$ cat src/rtl/assert_macros.svh
// Assertion helpers shared by the RTL.
`ifndef ASSERT_MACROS_SVH
`define ASSERT_MACROS_SVH

`ifndef SYNTHESIS

// Property must hold at every clock edge outside reset.
`define RASS_ASSERT(lbl, clk, rst, prop, msg) \
  lbl: assert property (@(posedge clk) disable iff (rst) prop) else $error(msg);

// Expression must never be true outside reset.
`define RASS_NEVER(lbl, clk, rst, expr, msg) \
  lbl: assert property (@(posedge clk) disable iff (rst) !(expr)) else $error(msg);

`else

`define RASS_ASSERT(lbl, clk, rst, prop, msg)
`define RASS_NEVER(lbl, clk, rst, expr, msg)

`endif

`endif

$ cat src/rtl/rass_pkg.sv
package rass_pkg;

  localparam int WORD_W    = 32;
  localparam int ROT_TRIES = 31;
  localparam int GROUP_SZ  = 4;
  localparam int GROUPS    = (ROT_TRIES + GROUP_SZ - 1) / GROUP_SZ;
  localparam int NUM_WORDS = 2;

  typedef logic [WORD_W-1:0] word_t;
  typedef logic [5:0]        cnt_t;
  typedef logic [4:0]        rot_t;
  typedef logic [1:0]        cfg_idx_t;

  // Register indexes on the config port
  localparam cfg_idx_t CFG_FIXED_EN    = 2'd0;
  localparam cfg_idx_t CFG_FIXED_SHIFT = 2'd1;
  localparam cfg_idx_t CFG_ZERO_PREFIX = 2'd2;

  localparam logic [1:0] SEEN_FULL   = 2'd3;
  localparam cnt_t       NO_ROT      = 6'd32;
  localparam cnt_t       FULL_WT     = 6'd32;
  localparam cnt_t       PREFIX_RST  = 6'd12;

  // Load enables for the pipeline stages
  typedef struct packed {
    logic s2;
    logic s3;
    logic s4;
    logic so;
  } stage_en_t;

  // Left rotate; a rotation of zero is the identity
  function automatic word_t rotl32(input word_t x, input rot_t r);
    logic [2*WORD_W-1:0] dbl;
    dbl = {x, x} << r;
    return dbl[2*WORD_W-1:WORD_W];
  endfunction

  function automatic cnt_t popcnt32(input word_t x);
    cnt_t n;
    n = '0;
    for (int i = 0; i < WORD_W; i++) n = n + cnt_t'(x[i]);
    return n;
  endfunction

  // 5 * ceil(r / 5) for r in 0..32
  function automatic cnt_t round_up5(input cnt_t r);
    cnt_t res;
    res = 6'd35;
    for (int k = 7; k >= 0; k--) begin
      if (r <= cnt_t'(5 * k)) res = cnt_t'(5 * k);
    end
    return res;
  endfunction

  // Top 'bits' bits of x are zero; bits outside 1..32 never pass
  function automatic logic prefix_clear(input word_t x, input cnt_t bits);
    word_t mask;
    mask = ~({WORD_W{1'b1}} >> bits);
    return (bits != '0) && (bits <= 6'd32) && ((x & mask) == '0);
  endfunction

endpackage

$ cat src/rtl/rass_lane.sv
// One rotation lane: Hamming distance of rotated previous word to current word.
module rass_lane
  import rass_pkg::*;
#(
  parameter int ROT = 0
) (
  input  logic      clk,
  input  stage_en_t en,
  input  word_t     prev,
  input  word_t     cur,
  output cnt_t      hdist
);

  always_ff @(posedge clk) begin
    if (en.s2) begin
      hdist <= popcnt32(rotl32(prev, rot_t'(ROT)) ^ cur);
    end
  end

endmodule

$ cat config.mk
export PLATFORM = sky130hd
export DESIGN_NAME = rass_lane
export DESIGN_NICKNAME = d
export VERILOG_FILES = /design/src/rtl/assert_macros.svh /design/src/rtl/rass_pkg.sv /design/src/rtl/rass_lane.sv
export SDC_FILE = /design/constraint.sdc
export NUM_CORES = 1
export LEC_CHECK = 0
export ABC_CLOCK_PERIOD_IN_PS = 5600
export BUFFER_PORTS_ARGS = -buffer_cell sky130_fd_sc_hd__buf_2
export CAP_MARGIN = 20
export CORE_MARGIN = 3
export CORE_UTILIZATION = 43
export CTS_CLUSTER_DIAMETER = 30
export DETAILED_ROUTE_END_ITERATION = 16
export PLACE_DENSITY = 0.81
export SLEW_MARGIN = 20
export SYNTH_ARGS = -nofsm -noshare
export SYNTH_HDL_FRONTEND = slang
export SYNTH_SLANG_ARGS = --single-unit
$ cat constraint.sdc
create_clock -name clk -period 5.6 [get_ports clk]
set_input_delay 0.56 -clock clk [delete_from_list [all_inputs] [get_ports clk]]
set_output_delay 0.56 -clock clk [all_outputs]
set_load 0.02 [all_outputs]
# After elaboration in Yosys (flattened, before gate mapping)
# Cells that the tools add are included.
dict set report totals {
  register_bits 6
  out_inout_bits 6
}
dict set report classes {
  bitwise_logic 1
  addsub 31
}
# op n
set ops {}
lappend ops {{$add 6x1->6} 26}
lappend ops {{$xor 32x32->32} 1}
lappend ops {{$add 5x1->6} 1}
lappend ops {{$add 4x1->5} 1}
lappend ops {{$add 3x1->4} 1}
lappend ops {{$add 2x1->3} 1}
lappend ops {{$add 1x1->2} 1}

# Depth between registers and ports, before layout
dict set report logic_depth {
  ltp_word 32
  depth_mapped 16
  depth_no_buf 16
}

# Worst setup path before layout
# OpenSTA, ideal clock, no wires.
dict set report synth_timing {
  kind {input port to flip-flop}
  start {input cur[0]}
  end {register hdist[4] (data pin)}
  t_required_ps 5341
  path_slack_ps 563
  path_stages 15
  arrival_time_ps 4777
  setup_ps 259
  cell_sequence {xor2_1 fa_1 inv_1 fa_1 fa_1 fa_1 fa_1 fa_1 inv_1 ha_1 inv_1 fa_1 nand2b_1 a21oi_2 xor2_1}
}
dict set report synth_via {
  elab_chain_cells 32
}
# item line
set synth_rtl {}
lappend synth_rtl {{start, declared} rass_lane.sv:10} ;# input word_t cur,
lappend synth_rtl {{$xor 32x32->32} rass_lane.sv:16} ;# hdist <= popcnt32(rotl32(prev, rot_t'(ROT)) ^ cur);
lappend synth_rtl {{$add 1x1->2} rass_pkg.sv:42} ;# for (int i = 0; i < WORD_W; i++) n = n + cnt_t'(x[i]);
lappend synth_rtl {{$add 2x1->3} rass_pkg.sv:42}
lappend synth_rtl {{$add 3x1->4} rass_pkg.sv:42}
lappend synth_rtl {{$add 4x1->5} rass_pkg.sv:42}
lappend synth_rtl {{$add 5x1->6} rass_pkg.sv:42}
lappend synth_rtl {{$add 6x1->6 (26 in a row)} rass_pkg.sv:42}
lappend synth_rtl {{end signal, assigned} rass_lane.sv:16}
lappend synth_rtl {{end, declared} rass_lane.sv:11} ;# output cnt_t hdist
# Every way passes these cells.
# A chain may end at the register's enable or synchronous reset.

# Worst setup path after layout
# Same ends and word-level chain as after synthesis.

==> flow_summary_export.csv <==
group,metric,value,unit
timing,slew_violations,0,
logic_synthesis,ys_seq_elements,6,
setup_path,end_kind,"flop",
drt,drt.antenna.violating_nets,0,
setup_path,path_cells,"buf_2, xor2_1, fa_1, inv_1, fa_1, fa_1, fa_1, fa_1, fa_1, inv_1, ha_1, inv_1, fa_1, nand2b_1, a21oi_2, xor2_1",
finish,largest_register_ffs,6,
setup_path,cp_slowest_cell,"fa_1",
logic_synthesis,yosysSeqAreaShare,15.06,%
global_routing,grt_pass1_vias,990,
setup_path,worst-path-buf-inv,4,
setup_path,crit_path_start_kind,"primary input",
hold_path,holdCritPathClass,"in2reg",
global_routing,grt_pass1_wl,3.519,mm
timing,whs,0.6178,ns
finish,layout.nets,281,
drt,drt_first_pass_iters,2,
drt,dr_total_vias,935,
logic_synthesis,syn_inst,105,
logic_synthesis,syn-num-nets,205,
timing,worst_slew_pin_slew,0.2344,ns
setup_path,max_stage_delay,0.54,ns
global_routing,overflow,0,
cts,postCtsHoldBufs,0,
cts,post_cts_buffers,0,
cts,cts_num_sinks,6,
timing,rsz0062_at_grt,"false",
drt,viasPerCell,4.474,
finish,fill_cells,232,
finish,top_regs,"hdist x6",
timing,fmax,0.1973,GHz
finish,top_register,"hdist",
drt,routed_wl,2.086,mm
die,die_x,58.74,um
logic_synthesis,synth_cell_types,12,
drt,drcViolationCount,0,
placed_design,gp_congestion,0.6777,
setup_path,cpLargestDelayFamily,"adder cells",
timing,tns,0,ns
die,boundaryPins,75,
timing,setup_viol,0,
drt,drt_iter0_markers,3,
logic_synthesis,avgSynthCellArea,11.39,um^2
setup_path,worst-endpoint-required,5.59,ns
cts,cts-root-buf,"clkbuf_4",
cts,ctsResizeCount,0,
setup_path,crit_arrival,5.05,ns
global_routing,grt_antenna_before_repair,0,
cts,cts.clk_slew.worst_paths,0.04,ns
timing,period_minus_slack,5.067,ns
die,initial_core_util,46.59,%
placed_design,dpl.hpwl,2.071,mm
finish,seqCellArea,180.2,um^2
placed_design,portBuffers,71,
finish,area_delta_synth_final,34.73,%
die,core_region_area,2567,um^2
flow_run,maxCapViolCount,0,
global_routing,grt_max_degree,7,
die,dieArea,3450,um^2
outcome,outcome,"finished clean",
cts,cts_buffers,3,
setup_path,crit_top_cell,"fa_1",
setup_path,cp_max_fo,2,
timing,fin_crit_sh,90.49,%
finish,multi_input_area,925.9,um^2
logic_synthesis,yosysWarningCount,0,
global_routing,grt_usage,12.96,%
logic_synthesis,synth_area,1196,um^2
finish,n_antenna_cell,0,
timing,hold_viol,0,
cts,clk_path_buf_depth,2,
finish,layout-drive-gt1-share,42.46,%
cts,cts_tree,"yes",
drt,post_drt_wl_per_cell,9.981,um
die,die_y,58.74,um
timing,relSlewSlack,84.26,%
setup_path,crit_type,"in2reg",
cts,htree_num_levels,1,
die,rows,18,
[cells by family after synthesis]
family          synth area share [%]
compound gates                 2.511
xor+xnor                       25.63
fa+ha+maj                      47.49
buf+inv                        7.532
flops                          15.06
simple gates                   1.779
[through the flow]
stage               setup slack (ns)  std cells  instance area [um^2]  util [%]
finish                        0.5328        209                  1612     62.77
CTS                           0.4798        209                  1612     62.77
detailed placement            0.2300        206                  1589     61.89
floorplan                     0.5631        105                  1196         -
global route                  0.2870        209                  1612     62.77
global placement              0.3151        206                  1589     61.89
[routing by layer]
layer	track usage (%)	wire length, um	vias to the layer above
met5	0	0	-
met4	2.913	6	0
met3	2.632	237	2
met2	25.24	1198	50
met1	14.14	644	427
li1	-	-	456
[worst paths after layout]
path	from	to	slack [ns]	cells past startpoint
worst max-delay path	cur[0]	hdist[4]$_DFFE_PP_	0.53	16
worst min-delay path	en[3]	hdist[2]$_DFFE_PP_	0.62	1
[synth_stat cells]
cell type	number	area (um^2)
a21o_1	1	7.510
xnor2_1	23	201.4
nand2_1	2	7.510
xor2_1	12	105.1
fa_1	24	480.5
nor2_1	2	7.510
a21oi_2	2	17.52
o21ai_0	1	5.000
ha_1	7	87.58
inv_1	24	90.09
nand2b_1	1	6.260
edfxtp_1	6	180.2
[layout by cell type (no fill, tap or decap)]
| cell | instances |
|---|---|
| clkbuf_4 | 3 |
| nand2b_1 | 1 |
| inv_1 | 24 |
| buf_2 | 71 |
| a21oi_2 | 2 |
| ha_1 | 7 |
| fa_1 | 24 |
| xnor2_1 | 23 |
| nor2_1 | 2 |
| nand2_1 | 2 |
| edfxtp_1 | 6 |
| a21o_1 | 1 |
| xor2_1 | 12 |
| o21ai_0 | 1 |
[area by class of cell]
type / count / share of cell area (%)
Tap cell: 30 / 2.329
Clock buffer: 3 / 1.398
Timing Repair Buffer: 71 / 22.05
Sequential cell: 6 / 11.18
Inverter: 24 / 5.590
Multi-Input combinational cell: 75 / 57.45
Power is left out: the tool's default activity adds up to more than one toggle a clock period on the data nets, which glitch-free logic cannot reach.
