**config.mk**
```make
export PLATFORM = sky130hd
export DESIGN_NAME = rass_resid
export DESIGN_NICKNAME = d
export VERILOG_FILES = /design/src/rtl/assert_macros.svh /design/src/rtl/rass_pkg.sv /design/src/rtl/rass_resid.sv
export SDC_FILE = /design/constraint.sdc
export NUM_CORES = 1
export LEC_CHECK = 0
export BUFFER_PORTS_ARGS = -buffer_cell sky130_fd_sc_hd__buf_2
export CORE_UTILIZATION = 55
export CTS_CLUSTER_DIAMETER = 40
export CTS_CLUSTER_SIZE = 14
export DETAILED_ROUTE_END_ITERATION = 7
export PLACE_DENSITY = 0.8
export REMOVE_ABC_BUFFERS = 1
export SETUP_SLACK_MARGIN = 0.05
export SKIP_CTS_REPAIR_TIMING = 1
export SYNTH_ARGS = -nofsm -noshare
export SYNTH_HDL_FRONTEND = slang
export SYNTH_SLANG_ARGS = --single-unit
```
**constraint.sdc**
```tcl
create_clock -name clk -period 26.4 [get_ports clk]
set_input_delay 5.28 -clock clk [delete_from_list [all_inputs] [get_ports clk]]
set_output_delay 5.28 -clock clk [all_outputs]
set_load 0.02 [all_outputs]
```
**src/rtl/assert_macros.svh**
```systemverilog
// Assertion helpers shared by the RTL.
`ifndef ASSERT_MACROS_SVH
`define ASSERT_MACROS_SVH

`ifndef SYNTHESIS

// Property must hold at every clock edge outside reset.
`define RASS_ASSERT(lbl, clk, rst, prop, msg) \
  lbl: assert property (@(posedge clk) disable iff (rst) prop) else $error(msg);

// Expression must never be true outside reset.
`define RASS_NEVER(lbl, clk, rst, expr, msg) \
  lbl: assert property (@(posedge clk) disable iff (rst) !(expr)) else $error(msg);

`else

`define RASS_ASSERT(lbl, clk, rst, prop, msg)
`define RASS_NEVER(lbl, clk, rst, expr, msg)

`endif

`endif

```
**src/rtl/rass_pkg.sv**
```systemverilog
package rass_pkg;

  localparam int WORD_W    = 32;
  localparam int ROT_TRIES = 31;
  localparam int GROUP_SZ  = 4;
  localparam int GROUPS    = (ROT_TRIES + GROUP_SZ - 1) / GROUP_SZ;
  localparam int NUM_WORDS = 2;

  typedef logic [WORD_W-1:0] word_t;
  typedef logic [5:0]        cnt_t;
  typedef logic [4:0]        rot_t;
  typedef logic [1:0]        cfg_idx_t;

  // Register indexes on the config port
  localparam cfg_idx_t CFG_FIXED_EN    = 2'd0;
  localparam cfg_idx_t CFG_FIXED_SHIFT = 2'd1;
  localparam cfg_idx_t CFG_ZERO_PREFIX = 2'd2;

  localparam logic [1:0] SEEN_FULL   = 2'd3;
  localparam cnt_t       NO_ROT      = 6'd32;
  localparam cnt_t       FULL_WT     = 6'd32;
  localparam cnt_t       PREFIX_RST  = 6'd12;

  // Load enables for the pipeline stages
  typedef struct packed {
    logic s2;
    logic s3;
    logic s4;
    logic so;
  } stage_en_t;

  // Left rotate; a rotation of zero is the identity
  function automatic word_t rotl32(input word_t x, input rot_t r);
    logic [2*WORD_W-1:0] dbl;
    dbl = {x, x} << r;
    return dbl[2*WORD_W-1:WORD_W];
  endfunction

  function automatic cnt_t popcnt32(input word_t x);
    cnt_t n;
    n = '0;
    for (int i = 0; i < WORD_W; i++) n = n + cnt_t'(x[i]);
    return n;
  endfunction

  // 5 * ceil(r / 5) for r in 0..32
  function automatic cnt_t round_up5(input cnt_t r);
    cnt_t res;
    res = 6'd35;
    for (int k = 7; k >= 0; k--) begin
      if (r <= cnt_t'(5 * k)) res = cnt_t'(5 * k);
    end
    return res;
  endfunction

  // Top 'bits' bits of x are zero; bits outside 1..32 never pass
  function automatic logic prefix_clear(input word_t x, input cnt_t bits);
    word_t mask;
    mask = ~({WORD_W{1'b1}} >> bits);
    return (bits != '0) && (bits <= 6'd32) && ((x & mask) == '0);
  endfunction

endpackage

```
**src/rtl/rass_resid.sv**
```systemverilog
// Residual after applying the chosen rotation, its weight and the prefix test.
module rass_resid
  import rass_pkg::*;
(
  input  logic      clk,
  input  stage_en_t en,
  input  word_t     prev,
  input  word_t     cur,
  input  cnt_t      best_rot_in,
  input  cnt_t      best_wt_in,
  input  logic      fixed_shift_enable,
  input  rot_t      fixed_shift,
  input  cnt_t      zero_prefix_bits,
  output cnt_t      best_rot,
  output cnt_t      best_wt,
  output cnt_t      used_rot,
  output cnt_t      resid_wt,
  output logic      pass
);

  cnt_t  used_next;
  word_t resid;

  assign used_next = fixed_shift_enable ? {1'b0, fixed_shift} : round_up5(best_rot_in);
  // rotation taken mod 32
  assign resid     = rotl32(prev, used_next[4:0]) ^ cur;

  always_ff @(posedge clk) begin
    if (en.so) begin
      best_rot <= best_rot_in;
      best_wt  <= best_wt_in;
      used_rot <= used_next;
      resid_wt <= popcnt32(resid);
      pass     <= prefix_clear(resid, zero_prefix_bits);
    end
  end

endmodule

```
Word-level counts from Yosys, hierarchy flattened
Index checks and enable logic that the tools add are counted.

cells by class
  add/subtract/negate cells = 31
  $mul = 0
  divide/modulo/power cells = 0
  $lt $le $gt $ge = 8
  equal/unequal tests = 0
  shift operators = 2
  multiplexer cells = 8
  bitwise logic cells = 3
  reductions and logical operators = 5

operator list
  cell                                                                    number
  6-bit by 1-bit adder with 6-bit output                                  26
  64-bit by 5-bit << shifter with 64-bit output                           1
  5-bit 2-to-1 mux                                                        7
  32-bit AND                                                              1
  32-bit zero test                                                        1
  32-bit NOT                                                              1
  32-bit by 6-bit >> shifter with 32-bit output (first input constant)    1
  32-bit XOR                                                              1
  6-bit by 5-bit <= comparator with 1-bit output (second input constant)  3
  6-bit by 4-bit <= comparator with 1-bit output (second input constant)  2
  7-bit OR reduction                                                      1
  5-bit by 1-bit adder with 6-bit output                                  1
  6-bit by 1-bit <= comparator with 1-bit output (second input constant)  1
  6-bit by 3-bit <= comparator with 1-bit output (second input constant)  1
  6-bit <= comparator (second input constant)                             1
  6-bit 2-to-1 mux                                                        1
  6-bit nonzero test                                                      1
  4-bit by 1-bit adder with 5-bit output                                  1
  3-bit by 1-bit adder with 4-bit output                                  1
  2-bit by 1-bit adder with 3-bit output                                  1
  1-bit by 1-bit adder with 2-bit output                                  1
  1-bit logical AND                                                       2

storage, ports and cells
  bits in registers = 25
  latch bits = 0
  memory bits (writable) = 0
  ROM bits = 0
  bits of input ports = 93
  output and inout bits = 25
  word-level logic and storage cells = 63
  memories kept = 0

Depth between registers and ports, before layout
  depth after elaboration = 42
  mapped depth = 29
  depth with buffers taken out = 25

Least setup slack after synthesis
OpenSTA, ideal clock, no wires.

  path type = input to register
  start = input port best_rot_in[4]
  end = register resid_wt[4], data pin
  library setup time = 258 ps
  arrival time = 12,046 ps
  data required time = 26,142 ps
  path slack = 14,097 ps
  stages = 28
  path buffers = 4
  path through = buf_6 nand2b_1 a21o_1 o21a_4 inv_2 buf_4 buf_2 buf_1 nand4_1 and4_1 mux4_2 nor2_1 a21oi_1 xor2_1 fa_1 inv_1 fa_1 fa_1 fa_1 inv_1 fa_1 fa_1 inv_1 ha_1 fa_1 a21o_1 a21oi_1 xnor2_1

between the ends
  elaborated cells on any way between the ends = 48
  those cells by class = add/sub (31); order compare (7); shift (1); mux (8); bitwise (1)

RTL lines
  what                                                   line              RTL
  start: declaration                                     rass_resid.sv:9   input cnt_t best_rot_in,
  6-bit by 5-bit <= comparator with 1-bit output         rass_pkg.sv:51    if (r <= cnt_t'(5 * k)) res = cnt_t'(5 * k);
  5-bit 2-to-1 mux (5 in series)                         rass_pkg.sv:51
  5-bit 2-to-1 mux *                                     rass_pkg.sv:51
  5-bit 2-to-1 mux *                                     rass_resid.sv:24  assign used_next = fixed_shift_enable ? {1'b0, fixed_shift} : round_up5(best_rot_in);
  named net used_next[1]                                 rass_resid.sv:21  cnt_t used_next;
  64-bit by 5-bit << shifter with 64-bit output *        rass_pkg.sv:35    dbl = {x, x} << r;
  32-bit XOR *                                           rass_resid.sv:26  assign resid = rotl32(prev, used_next[4:0]) ^ cur;
  1-bit by 1-bit adder with 2-bit output                 rass_pkg.sv:42    for (int i = 0; i < WORD_W; i++) n = n + cnt_t'(x[i]);
  2-bit by 1-bit adder with 3-bit output                 rass_pkg.sv:42
  3-bit by 1-bit adder with 4-bit output                 rass_pkg.sv:42
  4-bit by 1-bit adder with 5-bit output                 rass_pkg.sv:42
  5-bit by 1-bit adder with 6-bit output                 rass_pkg.sv:42
  6-bit by 1-bit adder with 6-bit output (25 in series)  rass_pkg.sv:42
  6-bit by 1-bit adder with 6-bit output *               rass_pkg.sv:42
  end signal: assignment                                 rass_resid.sv:33  resid_wt <= popcnt32(resid);
  end: declaration                                       rass_resid.sv:17  output cnt_t resid_wt,

Mark *: on every way through the listed nets, which the timed path passes. The rest lies on a longest branch.
A chain may end at the register's enable or synchronous reset.

Worst setup path after layout
  start = input port fixed_shift_enable
  end = register resid_wt[4], data pin

between the ends
  cells in the longest elaborated chain, start to end = 34

ends and longest elaborated chain
  what                                                   line              RTL
  start: declaration                                     rass_resid.sv:11  input logic fixed_shift_enable,
  5-bit 2-to-1 mux *                                     rass_resid.sv:24
  64-bit by 5-bit << shifter with 64-bit output *        rass_pkg.sv:35
  32-bit XOR *                                           rass_resid.sv:26
  1-bit by 1-bit adder with 2-bit output                 rass_pkg.sv:42
  2-bit by 1-bit adder with 3-bit output                 rass_pkg.sv:42
  3-bit by 1-bit adder with 4-bit output                 rass_pkg.sv:42
  4-bit by 1-bit adder with 5-bit output                 rass_pkg.sv:42
  5-bit by 1-bit adder with 6-bit output                 rass_pkg.sv:42
  6-bit by 1-bit adder with 6-bit output (25 in series)  rass_pkg.sv:42
  6-bit by 1-bit adder with 6-bit output *               rass_pkg.sv:42

Mark *: on every way between the ends. The rest lies on a longest branch, timed or not.

==> metrics.txt <==
top cells by area in the synthesized netlist=edfxtp_1 13%, fa_1 8.3%, o211ai_1 7.0%, xnor2_1 6.2%, nand4_1 5.1%; # fillers=953; CTS tree=done; Largest stage delay, worst path=0.72 ns; Detail Route Antenna Nets=0; n_diodes=0; Num CTS Buffers=3; WL final=17870 um; Synth top area share=0.1291; Worst Max-Slew Pin Slew=1.109 ns; Final Max Tran Viols=0; row cnt=37; CTS max path bufs=2; number of port buffers=114; Rel. slew slack=0.2605; Worst Hold Launch=best_wt_in[4]; Final Hold Fails=0; H-tree depth=1; Top-Level Pins=118; 1st-pass router iterations=8; sum of negative setup slack=0 ns; most frequent cells in the layout=114 x buf_2, 54 x o211ai_1, 52 x nor2_1; YS warnings=0; status=completed; routability congestion estimate=0.9551; Data arrival, critical path=13.72 ns; grt total ovfl=0; Crit Path Category=input pin to flip-flop; Die H=104.8 um; initial antenna violation count=0; commonest non-fill, non-tap cell in the layout=buf_2; synth unique cells=75; Total GRT Usage=0.3169; Leak=0.002428 uW; vias in the first global route=5573; DR WL/cell=19.66 um; Crit path required time=26.42 ns; layout cells sized above 1=0.2083; Tmin final=13.70 ns; Syn Inst Count=721; largest net degree at the start of global routing=64; sequential area share after synthesis=0.1291; vias=6231; f_max=0.07299 GHz; most used cell, CP=fa_1; Clock Root Buffer=clkbuf_8; Tcrit/Tclk final=0.5189; CP max FO=58; Starting Density=0.5656; Post-DP HPWL=13610 um; Setup crit start kind=input pin; area post-placement=6175 um^2; Worst Hold Class=input pin to flip-flop; Area Overhead vs Synth=7.017%; DR DRC count=0; CTS Sinks=25; Worst-path clk slew=0.08 ns; Max IR drop VDD=0.3138 mV; syn_area_per_cell=8.063 um^2; die width=104.8 um; post-synthesis register bit count=25; die area=10980 um^2; synthesized area=5813 um^2; Finished Cell Area=6221 um^2; Crit. End Element=flip-flop; setup violators final=0; Post-synth EDFFs=25; largest area contributor in the netlist=edfxtp_1; Final nets=898; max-capacitance violation count=0; Most used DFF post-synth=edfxtp_1; Worst Hold End=best_wt[4]; DRT iter0 DRCs=701; global-route wire length before repair=28230 um; DR vias/cell=6.855; WHS Path Cells=1; asr flop ratio synth=0; pwr dens=166.6 nW/um^2; RSZ-0062 raised after global routing=false; core footprint=10280 um^2; CP max stage cell=nor4_1
cell type report:
type	count	area, um^2	share of cell area
Clock buffer	3	41.29	0.006637
Clock inverter	1	5.005	0.0008045
Inverter	28	106.4	0.01710
Multi-Input combinational cell	599	4554	0.7321
Sequential cell	25	750.7	0.1207
Tap cell	136	170.2	0.02735
Timing Repair Buffer	117	593.1	0.09533
worst max-delay path, delay by kind of cell:
| kind | cells | cell delay (ns) |
|---|---|---|
| compound gates | 6 | 1.60 |
| xor+xnor | 1 | 0.08 |
| simple gates | 4 | 1.52 |
| fa+ha+maj | 8 | 3.66 |
| mux | 1 | 0.64 |
| buf+inv | 5 | 0.90 |
sequential cells by signal (all words and copies together), names as in the netlist:
signal    flops
used_rot      6
best_rot      6
resid_wt      6
best_wt       6
pass          1
synth_stat cells (5+ instances only):
master and instances:
o21ai_0 14, ha_1 7, buf_1 9, fa_1 24, nor3_1 15, o22ai_1 39, nand4_1 47, mux2i_1 27
and4_1 21, clkbuf_1 21, xnor2_1 41, a211oi_1 11, a211o_1 12, xor2_1 20, nand3_1 7, or3_1 12
a21oi_1 33, and3_1 11, buf_6 13, nor2_1 52, nor3b_1 8, buf_2 20, or2_2 7, edfxtp_1 25
nor4_1 9, nand2_1 32, nand2b_1 10, o211ai_1 54, inv_1 23, a21o_1 10, buf_4 5
routing by layer:
metal	global-route usage	vias to the layer above	wire length [um]
li1	-	2887	-
met1	0.4380	2978	7564
met2	0.5227	334	8530
met3	0.03556	32	1482
met4	0.08853	0	291
met5	0	-	0
kinds of logic after synthesis:
kind of cell,after synthesis,synth area share
buffers and inverters,97,0.08911
and+or+nand+nor,254,0.2557
adders and majority gates,31,0.09772
DFF,25,0.1291
xor gates and xnor gates,61,0.09191
muxes,35,0.06780
AOI/OAI and AO/OA,218,0.2686
metrics by stage:
step	utilization	setup slack [ns]	hold slack, ns	total power, uW	cells
final	0.6053	12.70	5.188	1036	909
after global routing	0.6053	12.28	5.179	1175	909
after CTS	0.6053	12.92	5.180	1050	909
after detailed placement	0.6008	12.65	5.461	1024	905
after global placement	0.6008	12.88	5.460	933.8	905
after floorplan	-	13.49	5.379	802.2	652
where the power goes:
part / internal, uW / total, uW / switching, uW
Clock: 10.5 / 21.3 / 10.8
Sequential: 111 / 112 / 1.46
Combinational: 399 / 903 / 504
Total: 520 / 1040 / 517
worst max path at each step:
stage	cells after the start	end	slack [ns]	from
final	25	resid_wt[4]	12.70	fixed_shift_enable
after global routing	25	resid_wt[4]	12.28	fixed_shift_enable
after CTS	25	resid_wt[4]	12.92	fixed_shift_enable
after detailed placement	25	resid_wt[4]	12.65	fixed_shift_enable
after global placement	25	resid_wt[4]	12.88	fixed_shift_enable
after floorplan	22	resid_wt[4]	13.49	best_rot_in[2]
No activity file was read; power rests on OpenSTA's default activity.
