**src/rtl/assert_macros.svh**
```systemverilog
// Assertion helpers shared by the RTL.
`ifndef ASSERT_MACROS_SVH
`define ASSERT_MACROS_SVH

`ifndef SYNTHESIS

// Property must hold at every clock edge outside reset.
`define RASS_ASSERT(lbl, clk, rst, prop, msg) \
  lbl: assert property (@(posedge clk) disable iff (rst) prop) else $error(msg);

// Expression must never be true outside reset.
`define RASS_NEVER(lbl, clk, rst, expr, msg) \
  lbl: assert property (@(posedge clk) disable iff (rst) !(expr)) else $error(msg);

`else

`define RASS_ASSERT(lbl, clk, rst, prop, msg)
`define RASS_NEVER(lbl, clk, rst, expr, msg)

`endif

`endif

```
**src/rtl/rass_pkg.sv**
```systemverilog
package rass_pkg;

  localparam int WORD_W    = 32;
  localparam int ROT_TRIES = 31;
  localparam int GROUP_SZ  = 4;
  localparam int GROUPS    = (ROT_TRIES + GROUP_SZ - 1) / GROUP_SZ;
  localparam int NUM_WORDS = 2;

  typedef logic [WORD_W-1:0] word_t;
  typedef logic [5:0]        cnt_t;
  typedef logic [4:0]        rot_t;
  typedef logic [1:0]        cfg_idx_t;

  // Register indexes on the config port
  localparam cfg_idx_t CFG_FIXED_EN    = 2'd0;
  localparam cfg_idx_t CFG_FIXED_SHIFT = 2'd1;
  localparam cfg_idx_t CFG_ZERO_PREFIX = 2'd2;

  localparam logic [1:0] SEEN_FULL   = 2'd3;
  localparam cnt_t       NO_ROT      = 6'd32;
  localparam cnt_t       FULL_WT     = 6'd32;
  localparam cnt_t       PREFIX_RST  = 6'd12;

  // Load enables for the pipeline stages
  typedef struct packed {
    logic s2;
    logic s3;
    logic s4;
    logic so;
  } stage_en_t;

  // Left rotate; a rotation of zero is the identity
  function automatic word_t rotl32(input word_t x, input rot_t r);
    logic [2*WORD_W-1:0] dbl;
    dbl = {x, x} << r;
    return dbl[2*WORD_W-1:WORD_W];
  endfunction

  function automatic cnt_t popcnt32(input word_t x);
    cnt_t n;
    n = '0;
    for (int i = 0; i < WORD_W; i++) n = n + cnt_t'(x[i]);
    return n;
  endfunction

  // 5 * ceil(r / 5) for r in 0..32
  function automatic cnt_t round_up5(input cnt_t r);
    cnt_t res;
    res = 6'd35;
    for (int k = 7; k >= 0; k--) begin
      if (r <= cnt_t'(5 * k)) res = cnt_t'(5 * k);
    end
    return res;
  endfunction

  // Top 'bits' bits of x are zero; bits outside 1..32 never pass
  function automatic logic prefix_clear(input word_t x, input cnt_t bits);
    word_t mask;
    mask = ~({WORD_W{1'b1}} >> bits);
    return (bits != '0) && (bits <= 6'd32) && ((x & mask) == '0);
  endfunction

endpackage

```
**src/rtl/rass_merge.sv**
```systemverilog
// Two-level registered minimum tree over the lane distances, first minimum wins.
module rass_merge
  import rass_pkg::*;
(
  input  logic      clk,
  input  stage_en_t en,
  input  cnt_t      hdist [ROT_TRIES],
  output cnt_t      best_rot,
  output cnt_t      best_wt
);

  cnt_t grp_wt      [GROUPS];
  rot_t grp_rot     [GROUPS];
  cnt_t grp_wt_next [GROUPS];
  rot_t grp_rot_next[GROUPS];
  cnt_t fin_wt;
  rot_t fin_rot;

  // First level: minimum inside each group of lanes
  always_comb begin
    cnt_t w;
    rot_t r;
    for (int g = 0; g < GROUPS; g++) begin
      w = hdist[g*GROUP_SZ];
      r = rot_t'(g*GROUP_SZ);
      for (int j = 1; j < GROUP_SZ; j++) begin
        if (g*GROUP_SZ + j < ROT_TRIES) begin
          if (hdist[g*GROUP_SZ + j] < w) begin
            w = hdist[g*GROUP_SZ + j];
            r = rot_t'(g*GROUP_SZ + j);
          end
        end
      end
      grp_wt_next[g]  = w;
      grp_rot_next[g] = r;
    end
  end

  always_ff @(posedge clk) begin
    if (en.s3) begin
      grp_wt  <= grp_wt_next;
      grp_rot <= grp_rot_next;
    end
  end

  // Second level: minimum over groups, earlier group wins ties
  always_comb begin
    fin_wt  = grp_wt[0];
    fin_rot = grp_rot[0];
    for (int g = 1; g < GROUPS; g++) begin
      if (grp_wt[g] < fin_wt) begin
        fin_wt  = grp_wt[g];
        fin_rot = grp_rot[g];
      end
    end
  end

  // No distance below full weight reports the out-of-range rotation
  always_ff @(posedge clk) begin
    if (en.s4) begin
      best_wt  <= fin_wt;
      best_rot <= (fin_wt == FULL_WT) ? NO_ROT : {1'b0, fin_rot};
    end
  end

endmodule

```
**config.mk**
```make
export PLATFORM = sky130hd
export DESIGN_NAME = rass_merge
export DESIGN_NICKNAME = d
export VERILOG_FILES = /design/src/rtl/assert_macros.svh /design/src/rtl/rass_pkg.sv /design/src/rtl/rass_merge.sv
export SDC_FILE = /design/constraint.sdc
export NUM_CORES = 1
export LEC_CHECK = 0
export ABC_AREA = 1
export BUFFER_PORTS_ARGS = -buffer_cell sky130_fd_sc_hd__buf_4
export CORE_MARGIN = 2
export CORE_UTILIZATION = 57
export CTS_BUF_LIST = sky130_fd_sc_hd__clkbuf_2 sky130_fd_sc_hd__clkbuf_4 sky130_fd_sc_hd__clkbuf_8
export CTS_CLUSTER_SIZE = 8
export DETAILED_ROUTE_END_ITERATION = 8
export PLACE_DENSITY_LB_ADDON = 0.08
export SLEW_MARGIN = 30
export SYNTH_ARGS = -nofsm -noshare
export SYNTH_HDL_FRONTEND = slang
export SYNTH_SLANG_ARGS = --single-unit
export TNS_END_PERCENT = 1
```
**constraint.sdc**
```tcl
create_clock -name clk -period 9.5 [get_ports clk]
set_input_delay 1.9 -clock clk [delete_from_list [all_inputs] [get_ports clk]]
set_output_delay 1.9 -clock clk [all_outputs]
set_load 0.01 [all_outputs]
```
# --- Word-level counts from Yosys, hierarchy flattened ---
# Cells that the tools add are included.
# W data, S select, Z words.
totals:
  regBits: 100
  latchBits: 0
  ram_bits: 0
  romBits: 0
  input_bits: 191
  output_inout_bits: 12
  elab_cells: 117
  n_memories: 0
classes:
  add_sub_neg: 0
  mul: 0
  div: 0
  n_lt_le_gt_ge: 30
  eq_ne: 1
  shift: 0
  muxes: 53
  bitwise_logic: 0
  n_reduce_logical: 7
op_table:
  columns: ["operator", "count"]
  rows:
  - ["$mux W6", 31]
  - ["$lt A6 B6 Y1", 30]
  - ["$mux W5", 7]
  - ["$mux W1", 15]
  - ["$reduce_or A2 Y1", 7]
  - ["$eq A6 B6 Y1 const B", 1]

# --- Logic depth before layout (Yosys ltp) ---
depth:
  ltp_word: 16
  ltp_mapped: 64
  mapped_depth_nobuf: 58

# --- Least setup slack after synthesis ---
# Ideal clock, no wire load.
synth_timing:
  kind: "reg2reg"
  from: "register grp_wt[41] (netlist bit)"
  to: "register best_rot[5] (data pin)"
  setup_ps: 255
  t_arrival_ps: 8376
  t_required_ps: 9245
  path_slack_ps: 869
  stages_incl_launch_ff: 59
  path_buffers: 6
  synth_period_minus_slack_ps: 8631
  path_cell_list: "edfxtp_1 ha_1 nand2_2 inv_2 a21oi_4 nand2_4 buf_6 o21ai_0 ha_1 nand3_1 nand2_1 a21oi_4 nand2_4 buf_2 o21ai_0 ha_1 inv_1 o21bai_1 [23 not listed] inv_1 nand2_1 inv_1 a21oi_2 nand2_2 buf_2 o21a_1 inv_1 ha_1 nand2_1 nor2_1 a211oi_1 nand2_4 inv_4 nand2_1 nand2_2 nor2_4 and2_1"
synth_via:
  elab_chain_cells: 16
synth_lines:
  columns: ["element", "line", "source"]
  rows:
  - ["start: declaration", "rass_merge.sv:12", "cnt_t grp_wt [GROUPS];"]
  - ["start signal: assignment", "rass_merge.sv:41", "grp_wt <= grp_wt_next;"]
  - ["$lt A6 B6 Y1", "rass_merge.sv:51", "if (grp_wt[g] < fin_wt) begin"]
  - ["$mux W6 (*)", "rass_merge.sv:51", null]
  - ["$lt A6 B6 Y1", "rass_merge.sv:51", null]
  - ["$mux W6 (*)", "rass_merge.sv:51", null]
  - ["$lt A6 B6 Y1", "rass_merge.sv:51", null]
  - ["$mux W6 (*)", "rass_merge.sv:51", null]
  - ["$lt A6 B6 Y1", "rass_merge.sv:51", null]
  - ["$mux W6 (*)", "rass_merge.sv:51", null]
  - ["$lt A6 B6 Y1", "rass_merge.sv:51", null]
  - ["$mux W6 (*)", "rass_merge.sv:51", null]
  - ["$lt A6 B6 Y1", "rass_merge.sv:51", null]
  - ["$mux W6 (*)", "rass_merge.sv:51", null]
  - ["$lt A6 B6 Y1", "rass_merge.sv:51", null]
  - ["$mux W6 (*)", "rass_merge.sv:51", null]
  - ["net fin_wt[1]", "rass_merge.sv:16", "cnt_t fin_wt;"]
  - ["$eq A6 B6 Y1 (*)", "rass_merge.sv:62", "best_rot <= (fin_wt == FULL_WT) ? NO_ROT : {1'b0, fin_rot};"]
  - ["$mux W6 (*)", "rass_merge.sv:62", null]
  - ["end signal: assignment", "rass_merge.sv:62", null]
  - ["end: declaration", "rass_merge.sv:8", "output cnt_t best_rot,"]
# Mark *: on every way through the listed nets, which the timed path passes. The rest lies on a longest branch.
# A chain may end at the register's enable or synchronous reset.

# --- Worst setup path after layout ---
layout_timing:
  from: "register grp_wt[40] (netlist bit)"
  to: "register best_rot[5] (data pin)"
# The elaborated chain is that of the path after synthesis.

==> flow_metrics.tcl <==
set metrics [dict create \
    outcome "finished clean" \
    drc 0 \
    hold_path_class "register to register" \
    ir_drop_v 0.000355 \
    die_area_sq_mm 0.0155 \
    path_class "register to register" \
    fin_crit_sh_pct 92.4 \
    htreeDepth 3 \
    final_nets 1625 \
    holdPathStages 2 \
    arrival_ns 8.88 \
    drive_gt1_share_pct 21.7 \
    fp-row-count 44 \
    crit_start "grp_wt[40]$_DFFE_PP_" \
    routed_wl_mm 18.2 \
    final_cell_mix "nand2_1 (252), buf_4 (207), o21ai_0 (141), ha_1 (141), inv_1 (116)" \
    slowest_delay_ns 0.45 \
    synth-seq-cells 76 \
    drtIter0Drc 376 \
    total_power_uw 3780 \
    ff2ff_path_depth 57 \
    hp-start "grp_wt[5]$_DFFE_PP_" \
    fin_ws_ns 0.722 \
    ctsHoldBuffers 0 \
    synthCells 1104 \
    required_ns 9.60 \
    avgSynthCellArea_sq_um 7.49 \
    grt-ovfl-total 0 \
    grt_usage_pct 23.5 \
    cp_common_cell "nand2_1" \
    clock_path_buffers 2 \
    antenna_found_initial 0 \
    start_util_pct 57.6 \
    io_pins 203 \
    wl_per_cell_microns 12.3 \
    drv_slew 0 \
    dp_hpwl_mm 14.9 \
    slew_headroom_pct 45.6 \
    r2r_end "best_rot[5]$_DFFE_PP_" \
    post-place-ws_ns 0.151 \
    cp-end-kind "register" \
    grt_max_degree 65 \
    max_clock_freq_mhz 114 \
    vias 7876 \
    globalplace.congestion 0.869 \
    grt_pass1_wl_mm 31.4 \
    diodes 0 \
    numCtsBuffers 9 \
    placed_area_sq_mm 0.00988 \
    synth.distinct_cells 36 \
    synth_seq_area_share_pct 27.6 \
    worst_setup_path_start_kind "register" \
    fin_crit_ns 8.78 \
    path_max_fanout 17 \
    reg2reg_slack_ns 0.72 \
    root_buffer "clkbuf_8" \
    clkTransAtPathRegs_ns 0.08 \
    cts_tree "done" \
    min_to "best_wt[5]$_DFFE_PP_" \
    clkLatencyLatePin_ns 0.35 \
    final_common_cell "nand2_1" \
    final_cells 1481 \
    syn_to_final_growth_pct 23.4 \
    core_area_sq_mm 0.0144 \
    dp_cells 1460 \
    finalSetupTns_ns 0 \
    dr.pass1.iters 5 \
    worst_slew_pin_slew_ns 0.815 \
    grt_pass1_vias 7397 \
    finalSetupViolCount 0 \
    port_buffers 200 \
    yosysWarnings 0 \
    design_area_sq_mm 0.0102 \
    p_leak_uw 0.00495 \
    fin_worst_skew_ns 0.0108 \
    ant_nets 0 \
    hold_viol 0 \
    powerDensity_mw_per_mm2 371 \
    synth_fp_nets 1436 \
    synth.cell_area_sq_mm 0.00827 \
    viasPerCell 5.32 \
    slowest_stage "edfxtp_1" \
    die_w_microns 124 \
    max_cap_violations 0 \
    cts_sinks 76 \
    r2r_start "grp_wt[40]$_DFFE_PP_" \
    die_y_microns 124 \
]
## per-stage QoR
stage	util [%]	hold WS [ns]
4_1_cts	70.2	0.626
3_5_place_dp	68.8	0.607
5_1_grt	71.0	0.663
2_1_floorplan	-	0.575
3_3_place_gp	68.8	0.610
6_report	71.0	0.627
## cell families after synthesis
family                   Yosys count  synth area share (%)
AO/OA/AOI/OAI                    301                  20.4
adder cells (fa/ha/maj)          141                  21.3
buffers and inverters            148                  7.02
flip-flops                        76                  27.6
AND/OR/NAND/NOR                  438                  23.6
## worst max-delay path: cells and delay by family, from the launching register on
| kind | cells | cell delay [ns] |
|---|---|---|
| simple gates | 30 | 3.20 |
| fa+ha+maj | 7 | 2.13 |
| compound gates | 12 | 2.09 |
| buf+inv | 8 | 0.64 |
| flops | 1 | 0.45 |
## area by class of cell
cell class	instances	area (sq um)
tap	184	230
inverter	119	449
sequential	76	2280
clock inverter	5	77.6
multi-input combinational	880	5480
clock buffer	10	131
timing repair buffer	207	1550
fill	1208	4160
## layer usage
layer	vias up	GRT usage (%)	wire [microns]
li1	4219	-	-
met1	3470	30.9	8340
met2	172	40.6	8730
met3	15	4.85	986
met4	0	4.23	169
met5	-	0	0
## cells in the mapped netlist
| cell type | number | area (sq um) |
|---|---|---|
| a211oi_1 | 8 | 60.1 |
| nor2_4 | 4 | 45.0 |
| a21oi_4 | 5 | 81.3 |
| ha_1 | 141 | 1760 |
| o21ai_2 | 1 | 8.76 |
| inv_1 | 116 | 435 |
| nand2_4 | 6 | 67.6 |
| nand2_2 | 10 | 62.6 |
| clkbuf_1 | 23 | 86.3 |
| a21o_1 | 1 | 7.51 |
| nand2_1 | 252 | 946 |
| a32oi_1 | 1 | 8.76 |
| o21a_1 | 10 | 75.1 |
| and2_1 | 4 | 25.0 |
| nor2_1 | 78 | 293 |
| a21oi_2 | 1 | 8.76 |
| o21ai_1 | 1 | 5.00 |
| inv_2 | 2 | 7.51 |
| inv_4 | 1 | 6.26 |
| nand4_1 | 10 | 62.6 |
| o221ai_1 | 8 | 70.1 |
| edfxtp_1 | 76 | 2280 |
| or2_2 | 7 | 43.8 |
| nand3_2 | 2 | 20.0 |
| nand3_1 | 45 | 225 |
| a21oi_1 | 98 | 490 |
| o211ai_1 | 12 | 90.1 |
| o21ai_0 | 151 | 756 |
| nor3_1 | 2 | 10.0 |
| o21bai_1 | 4 | 30.0 |
| buf_6 | 2 | 22.5 |
| nand3_4 | 3 | 52.6 |
| nor2_2 | 8 | 50.1 |
| buf_4 | 1 | 7.51 |
| buf_2 | 3 | 15.0 |
| nand3b_1 | 7 | 52.6 |
## where the power goes
part           switching, uW  internal, uW
sequential              44.4           551
clock                    116           149
combinational           1890          1040
total                   2050          1740
## registers in the layout, summed over array words and instances (netlist names)
register	flops
best_rot	6
best_wt	6
grp_rot	16
grp_wt	48
## worst max-delay path by stage
stage | end | slack [ns] | cells after the start
3_3_place_gp | best_rot[5]$_DFFE_PP_ | 0.39 | 52
6_report | best_rot[5]$_DFFE_PP_ | 0.72 | 57
2_1_floorplan | best_rot[5]$_DFFE_PP_ | 0.87 | 58
3_5_place_dp | best_rot[5]$_DFFE_PP_ | 0.15 | 52
4_1_cts | best_rot[5]$_DFFE_PP_ | 0.04 | 52
5_1_grt | best_rot[5]$_DFFE_PP_ | -0.05 | 56
## repair_timing
item                                   CTS  global route
resized for setup                        0            16
endpoints found under the hold margin    0             0
setup buffers                            0             6
setup endpoints to repair                0            12
Note: power is estimated with default switching activity, not from simulation.
